[src/rtl/mstq_pkg.sv]
package mstq_pkg;

    // Tree geometry and fixed field widths
    localparam int LEAVES_DEFAULT = 1024;
    localparam int IDX_W          = 10;
    localparam int SIZE_W         = 11;
    localparam logic [SIZE_W-1:0] USED_SIZE_RESET = 11'd1024;

    // Request function codes
    typedef enum logic {
        FUNC_SET   = 1'b0,
        FUNC_QUERY = 1'b1
    } t_func;

    // Input request
    typedef struct packed {
        t_func             func;
        logic [IDX_W-1:0]  first_index;
        logic [IDX_W-1:0]  last_index;
        logic              mark;
    } t_in_req;

    // Query result
    typedef struct packed {
        logic              found;
        logic [IDX_W-1:0]  min_position;
    } t_out_res;

    // Controller states
    typedef enum logic [2:0] {
        S_CLEAR,
        S_IDLE,
        S_SET_LEAF,
        S_SET_UP,
        S_Q_A,
        S_Q_B,
        S_EMIT
    } t_state;

    // Controller to datapath commands
    typedef struct packed {
        logic clr;
        logic load;
        logic set_leaf;
        logic set_up;
        logic q_a;
        logic q_b;
        logic emit;
    } t_cmd;

    // Datapath to controller status
    typedef struct packed {
        logic clr_last;
        logic in_query;
        logic in_ok;
        logic root;
        logic range_done;
        logic out_free;
    } t_stat;

endpackage

[src/rtl/mstq_ctrl.sv]
module mstq_ctrl (
    input  logic            i_clk,
    input  logic            i_rst_n,
    input  logic            i_in_valid,
    input  mstq_pkg::t_stat i_stat,
    output mstq_pkg::t_cmd  o_cmd,
    output logic            o_in_ready
);

    mstq_pkg::t_state r_state;
    mstq_pkg::t_state n_state;

    // State register; reset starts the node clearing sweep
    always_ff @(posedge i_clk) begin
        if (!i_rst_n) begin
            r_state <= mstq_pkg::S_CLEAR;
        end else begin
            r_state <= n_state;
        end
    end

    // Next state
    always_comb begin
        n_state = r_state;
        case (r_state)
            mstq_pkg::S_CLEAR: begin
                if (i_stat.clr_last) n_state = mstq_pkg::S_IDLE;
            end
            mstq_pkg::S_IDLE: begin
                if (i_in_valid) begin
                    if (i_stat.in_query) begin
                        n_state = i_stat.in_ok ? mstq_pkg::S_Q_A : mstq_pkg::S_EMIT;
                    end else if (i_stat.in_ok) begin
                        n_state = mstq_pkg::S_SET_LEAF;
                    end
                end
            end
            mstq_pkg::S_SET_LEAF: n_state = mstq_pkg::S_SET_UP;
            mstq_pkg::S_SET_UP: begin
                if (i_stat.root) n_state = mstq_pkg::S_IDLE;
            end
            mstq_pkg::S_Q_A: begin
                n_state = i_stat.range_done ? mstq_pkg::S_EMIT : mstq_pkg::S_Q_B;
            end
            mstq_pkg::S_Q_B: n_state = mstq_pkg::S_Q_A;
            mstq_pkg::S_EMIT: begin
                if (i_stat.out_free) n_state = mstq_pkg::S_IDLE;
            end
            default: n_state = mstq_pkg::S_CLEAR;
        endcase
    end

    // Command decode
    always_comb begin
        o_cmd      = '0;
        o_in_ready = 1'b0;
        case (r_state)
            mstq_pkg::S_CLEAR:    o_cmd.clr = 1'b1;
            mstq_pkg::S_IDLE: begin
                o_in_ready = 1'b1;
                o_cmd.load = i_in_valid;
            end
            mstq_pkg::S_SET_LEAF: o_cmd.set_leaf = 1'b1;
            mstq_pkg::S_SET_UP:   o_cmd.set_up = 1'b1;
            mstq_pkg::S_Q_A:      o_cmd.q_a = 1'b1;
            mstq_pkg::S_Q_B:      o_cmd.q_b = 1'b1;
            mstq_pkg::S_EMIT:     o_cmd.emit = i_stat.out_free;
            default: begin
                o_cmd      = '0;
                o_in_ready = 1'b0;
            end
        endcase
    end

endmodule

[config.mk]
export PLATFORM = sky130hd
export DESIGN_NAME = mstq_ctrl
export DESIGN_NICKNAME = d
export VERILOG_FILES = /design/src/rtl/mstq_pkg.sv /design/src/rtl/mstq_ctrl.sv
export SDC_FILE = /design/constraint.sdc
export NUM_CORES = 1
export LEC_CHECK = 0
export BUFFER_PORTS_ARGS = -buffer_cell sky130_fd_sc_hd__buf_2
export CAP_MARGIN = 10
export CELL_PAD_IN_SITES_DETAIL_PLACEMENT = 0
export CELL_PAD_IN_SITES_GLOBAL_PLACEMENT = 1
export CORE_AREA = 3 3 40 42
export CTS_CLUSTER_DIAMETER = 100
export DETAILED_ROUTE_END_ITERATION = 8
export DIE_AREA = 0 0 43 45
export PLACE_DENSITY_LB_ADDON = 0.1
export SLEW_MARGIN = 25
export SYNTH_ARGS = -nofsm -noshare
export SYNTH_HDL_FRONTEND = slang
export SYNTH_SLANG_ARGS = --single-unit
[constraint.sdc]
create_clock -name i_clk -period 2.3 [get_ports i_clk]
set_input_delay 0.69 -clock i_clk [delete_from_list [all_inputs] [get_ports i_clk]]
set_output_delay 0.69 -clock i_clk [all_outputs]
set_load 0.02 [all_outputs]
-- Yosys cells after proc, flatten, opt, wreduce, memory -nomap -nowiden
Cells that the tools add are included.
- bits in registers: 3
- output and inout bits: 8
- bits of input ports: 9
- equality and inequality tests: 11
- reduce and logical (&&, ||, !) cells: 2
- muxes and demuxes: 17
- operators with widths (cell ; number):
    $pmux 3 s7 ; 1
    $mux 3 ; 6
    $eq 3x3->1 const B ; 3
    $mux 1 ; 8
    $ne 2x2->1 const B ; 4
    $eq 3x2->1 const B ; 2
    $reduce_and 5->1 ; 1
    $mux 2 ; 2
    $eq 3x1->1 const B ; 1
    $logic_not 3->1 ; 1
    $ne 3x3->1 const B ; 1

-- Depth between registers and ports, before layout
Gate-level depths: netlist of the first run.
- depth after elaboration: 4
- depth in mapped cells: 4
- depth with buffers taken out: 4

-- Worst setup path after synthesis of the first run
Ideal clock, no wire load.
- kind: flip-flop to output port
- start: register r_state[0]
- end: output o_cmd[5] (netlist bit)
- buffers on the path: 1
- data required time: 1.610 ns
- data arrival time: 1.407 ns
- stages on the path, launching flop included: 4
- path slack: 0.203 ns
- path through: dfxtp_1 > buf_4 > nor3b_1 > and2_1
- RTL lines (element ; line ; text):
    from (decl) ; mstq_ctrl.sv:10 ; mstq_pkg::t_state r_state;
    from (signal assigned) ; mstq_ctrl.sv:16 ; r_state <= mstq_pkg::S_CLEAR;
    from (signal assigned) ; mstq_ctrl.sv:18 ; r_state <= n_state;
    to (decl) ; mstq_ctrl.sv:6 ; output mstq_pkg::t_cmd o_cmd,

==> flow_summary.yaml, run 1 <==
synthesis:
  syn_area_um2: 259.0
  synth_commonest_cells: "nor2b_1, o21ai_0, dfxtp_1, nand2_1"
  syn_area_per_cell_um2: 7.194
  seq_area_frac_synth: 0.2319
  synthArstFlopShare: 0
  yosys.area.top_type: "dfxtp_1"
  yosysMostFrequentCell: "nor2b_1"
  synth_edf_count: 0
  yosys.area.top_type_share: 0.2319
  synth.area.top_cells: "dfxtp_1, nor2b_1, o21ai_0"
  synth_cell_types: 19
  syn-num-nets: 45
  synth-seq-cells: 3
  netlist_instances: 36
  yosys_warnings: 0
  synthFlopType: "dfxtp_1"
sta:
  setup-violations-final: 0
  final.setup.tns_ns: 0
  slew_headroom: 0.7362
  grt_setup_unrepaired: "false"
  drv_slew: 0
  period_minus_slack_ns: 2.078
  skew_ns: 0.0004185
  whs_ns: 0.6230
  max_freq_mhz: 481.3
  layout_setup_ws_ns: 0.2224
  hold_viol_final: 0
  finalCritPeriodShare: 0.9033
  worst_pin_slew_ns: 0.3952
clocking:
  clock-sinks: 3
  cts.path.max_buffers: 2
  htree_num_levels: 1
  hold_buffers: 0
  cts_tree: "yes"
  clock_latency_ns: 0.23
  clockRootBuffer: "clkbuf_4"
  ctsResizeCount: 0
  clk_pin_slew_ns: 0.04
  numCtsBuffers: 3
  postCtsSetupRepairBufs: 0
worst_hold_path:
  hold_class: "reg -> reg"
floorplan:
  core_area_mm2: 0.001285
  start_util: 0.2016
  die_w_um: 43
  die_area_mm2: 0.001935
  row_count: 13
  die_y_um: 45
  pin_count: 17
place:
  dp_hpwl_um: 582
  dp_slack_ns: 0.4749
  place_congestion: 0.6910
  io_buffers: 16
layout:
  layout-drive-gt1-share: 0.3704
  largest_reg_flops: 3
  nets: 64
  num_antenna_cells: 0
  regMostFlops: "r_state"
  reg_top3: "r_state: 3 flops"
  area_delta_synth_final_pct: 42.51
global_routing:
  track_usage: 0.08236
  grt_pass1_wl_um: 1214
  grt_antenna_before_repair: 0
  grt_pass1_vias: 288
  grt_max_degree: 15
  grt-ovfl-total: 0
detailed_routing:
  drt_iter0_drc: 4
  vias: 307
  wl_per_cell_um: 10.70
  detail-route-antenna-nets: 0
  drt-total-wl_um: 738
  drc_errors: 0
  viasPerCell: 4.449
  drt_first_pass_iters: 4
worst_setup_path:
  startpoint_type: "flop"
  cpMaxStageDelayCell: "dfxtp_1"
  end_kind: "primary output"
  required_ns: 1.61
  cp.arrival_ns: 1.39
  critPathMaxStageDelay_ns: 0.55
  cp_max_fo: 13
  crit_path_cell_trace: "nor3b_1 -> and2_1 -> buf_2"
  critPathKind: "reg -> out"
flow_run:
  drv_cap: 0
pwr:
  fin_total_pwr_mw: 0.2120
  pwr_density_cell_mw_per_mm2: 574.3
  power.leakage_nw: 0.1881
  ir_drop_mv: 0.3903
status:
  status: "complete, no violations"
==> final timing paths <==
check	endpoint	slack (ns)	cells past startpoint	from
hold reg to reg	r_state[2]$_SDFFE_PN0P_	0.62	2	r_state[2]$_SDFFE_PN0P_
setup reg to reg	r_state[0]$_SDFFE_PN0P_	1.05	4	r_state[0]$_SDFFE_PN0P_
setup / recovery	o_cmd[5]	0.22	3	r_state[0]$_SDFFE_PN0P_
hold / removal	r_state[2]$_SDFFE_PN0P_	0.62	2	r_state[2]$_SDFFE_PN0P_
==> layer usage <==
| metal | vias to the layer above | GRT usage | part of all wire |
|---|---|---|---|
| li1 | 165 | - | - |
| met1 | 131 | 0.1058 | 0.52 |
| met2 | 11 | 0.1138 | 0.40 |
| met3 | 0 | 0.04382 | 0.080 |
| met4 | 0 | 0.03614 | 0 |
| met5 | - | 0 | 0 |
==> cells by family (layout without fill, tap and decap cells) <==
| family | after synthesis | after routing | synth area share |
|---|---|---|---|
| buffers and inverters | 4 | 22 | 0.08691 |
| AO/OA/AOI/OAI | 9 | 9 | 0.2319 |
| multiplexers | 1 | 1 | 0.03865 |
| AND/OR/NAND/NOR | 19 | 19 | 0.4106 |
| flip-flops | 3 | 3 | 0.2319 |
==> critical path, delay by kind of cell, from the launching register on <==
family | cells | cell delay [ns]
buffers and inverters | 1 | 0.15
DFF | 1 | 0.55
and+or+nand+nor | 2 | 0.46
==> cell usage in the layout (no fill, tap or decap), drive strengths merged <==
master  synthesis  final
buf             2     16
nor2b           5      5
o21ai           4      4
clkbuf          0      4
nand2           3      3
dfxtp           3      3
nor3            2      2
nor3b           2      2
and2            2      2
nand3           2      2
and3            2      2
inv             2      2
nor2            1      1
a21oi           1      1
mux2i           1      1
o221ai          1      1
o311a           1      1
o31ai           1      1
o41ai           1      1
==> power by group <==
| part | total [mW] | switching (mW) | internal (mW) |
|---|---|---|---|
| clock network | 0.0911 | 0.0262 | 0.0649 |
| registers | 0.0669 | 0.0110 | 0.0560 |
| logic | 0.0539 | 0.0288 | 0.0252 |
| total | 0.212 | 0.0659 | 0.146 |
==> final cells by class <==
type                            count  area (um^2)
Fill cell                         153        915.9
Multi-Input combinational cell     29        176.4
Timing Repair Buffer               16        80.08
Sequential cell                     3        60.06
Clock buffer                        4        26.28
Tap cell                           15        18.77
Inverter                            2        7.507
==> through the flow <==
stage,util,std cells,instance area (um^2)
floorplan,-,36,259.0
finish,0.2872,69,369.1
global placement,0.2668,65,342.8
global route,0.2872,69,369.1
detailed placement,0.2668,65,342.8
CTS,0.2872,69,369.1
Power figures use the tool's default switching activity.
==> run 2: changes to the inputs <==
- clock period: 2.3 -> 2 ns (I/O delays scaled with it)
==> run 2 against run 1 <==
Sequential power grew 16%; critical path depth is the same; worst hold slack lost 0.015 ns; final area grew 1.7%; count of clock-buffer cells in the layout is the same; critical path type unchanged; largest cell class unchanged.
==> flow_summary.yaml, run 2 (synthesis results as in run 1) <==
pwr:
  ir_drop_mv: 0.2615
  power.leakage_nw: 0.1921
  pwr_density_cell_mw_per_mm2: 653.4
sta:
  drv_slew: 0
  hold_viol_final: 0
  grt_setup_unrepaired: "false"
  period_minus_slack_ns: 1.828
  whs_ns: 0.6082
  worst_pin_slew_ns: 0.4305
  max_freq_mhz: 547.1
  slew_headroom: 0.7126
  finalCritPeriodShare: 0.9139
  setup-violations-final: 0
  final.setup.tns_ns: 0
  skew_ns: 0.002040
layout:
  layout-drive-gt1-share: 0.4074
  num_antenna_cells: 0
  regMostFlops: "r_state"
  area_delta_synth_final_pct: 44.93
  reg_top3: "r_state: 3 flops"
  largest_reg_flops: 3
  final_common_cell: "buf_2"
  mostFrequentLayoutCells: "buf_2, nor2b_1, o21ai_0"
  nets: 64
clocking:
  cts_tree: "yes"
  numCtsBuffers: 3
  cts.path.max_buffers: 2
  htree_num_levels: 1
  clockRootBuffer: "clkbuf_4"
  clock_latency_ns: 0.23
  hold_buffers: 0
  clk_pin_slew_ns: 0.04
  postCtsSetupRepairBufs: 0
  clock-sinks: 3
  ctsResizeCount: 0
worst_hold_path:
  hold_path_end: "r_state[2]$_SDFFE_PN0P_"
  hold_depth: 2
  holdCritStartpoint: "r_state[2]$_SDFFE_PN0P_"
  hold_class: "reg -> reg"
global_routing:
  grt_antenna_before_repair: 0
  grt_pass1_vias: 293
  grt_pass1_wl_um: 1152
  grt-ovfl-total: 0
  track_usage: 0.08236
  grt_max_degree: 15
detailed_routing:
  drt-total-wl_um: 737
  drt_iter0_drc: 4
  vias: 321
  viasPerCell: 4.652
  drc_errors: 0
  detail-route-antenna-nets: 0
  drt_first_pass_iters: 4
  wl_per_cell_um: 10.68
floorplan:
  die_area_mm2: 0.001935
  pin_count: 17
  row_count: 13
  core_area_mm2: 0.001285
  die_y_um: 45
  die_w_um: 43
  start_util: 0.2016
worst_setup_path:
  timing.rr.end: "r_state[0]$_SDFFE_PN0P_"
  cp.arrival_ns: 1.23
  cpMaxStageDelayCell: "dfxtp_1"
  cp_top_family: "flip-flops"
  reg2reg_slack_ns: 0.73
  critPathMaxStageDelay_ns: 0.57
  cp_max_fo: 14
  end_kind: "primary output"
  path_buf_inv: 1
  worst-r2r-cell-count: 3
  startpoint_type: "flop"
  r2r-start: "r_state[1]$_SDFFE_PN0P_"
  required_ns: 1.40
  critPathKind: "reg -> out"
  crit_path_cell_trace: "nor2b_1 -> and2_1 -> buf_2"
place:
  io_buffers: 16
  place_congestion: 0.7583
flow_run:
  drv_cap: 0
status:
  status: "complete, no violations"
==> run 2: worst min-delay path, stage by stage, from the launching register on <==
cell     delay [ns]
dfxtp_1        0.38
nand3_1        0.10
o21ai_0        0.07
==> run 2: stage by stage <==
stage            util  worst slack (ns)  instance area [um^2]  std cells  power (mW)
2_1_floorplan       -            0.2450                 264.0         36      0.1204
3_3_place_gp   0.2707            0.3510                 347.8         65      0.1410
3_5_place_dp   0.2707            0.3273                 347.8         65      0.1413
4_1_cts        0.2911           0.06929                 374.1         69      0.2516
5_1_grt        0.2921           0.03429                 375.4         69      0.2664
6_report       0.2921            0.1722                 375.4         69      0.2453
==> run 2: cell type report <==
class | count | area, um^2
clock buffers | 4 | 26.28
fillers | 141 | 909.6
inverters | 2 | 7.507
multi-input cells | 29 | 181.4
flip-flops and latches | 3 | 61.31
well taps | 15 | 18.77
repair buffers | 16 | 80.08
==> run 2: worst max path at each step <==
stage                                  startpoint       end  slack, ns  cells past startpoint
final                     r_state[1]$_SDFFE_PN0P_  o_cmd[1]       0.17                      3
after global routing      r_state[1]$_SDFFE_PN0P_  o_cmd[4]       0.03                      2
after CTS                 r_state[0]$_SDFFE_PN0P_  o_cmd[5]       0.07                      3
after detailed placement  r_state[0]$_SDFFE_PN0P_  o_cmd[5]       0.33                      3
after global placement    r_state[0]$_SDFFE_PN0P_  o_cmd[5]       0.35                      3
after floorplan           r_state[0]$_SDFFE_PN0P_  o_cmd[5]       0.24                      3
==> run 2: report_power, final <==
part	total, mW	switching [mW]	internal (mW)	leakage, nW
Sequential	0.0778	0.0129	0.0649	0.0248
Combinational	0.0625	0.0329	0.0296	0.152
Clock	0.105	0.0303	0.0747	0.0150
Total	0.245	0.0760	0.169	0.192
==> run 2: per-layer routing <==
layer | part of all wire | vias up | global-route usage
met1 | 0.47 | 146 | 0.09375
met2 | 0.45 | 10 | 0.1198
met3 | 0.076 | 0 | 0.03187
met4 | 0 | 0 | 0.07229
li1 | - | 165 | -
met5 | 0 | - | 0
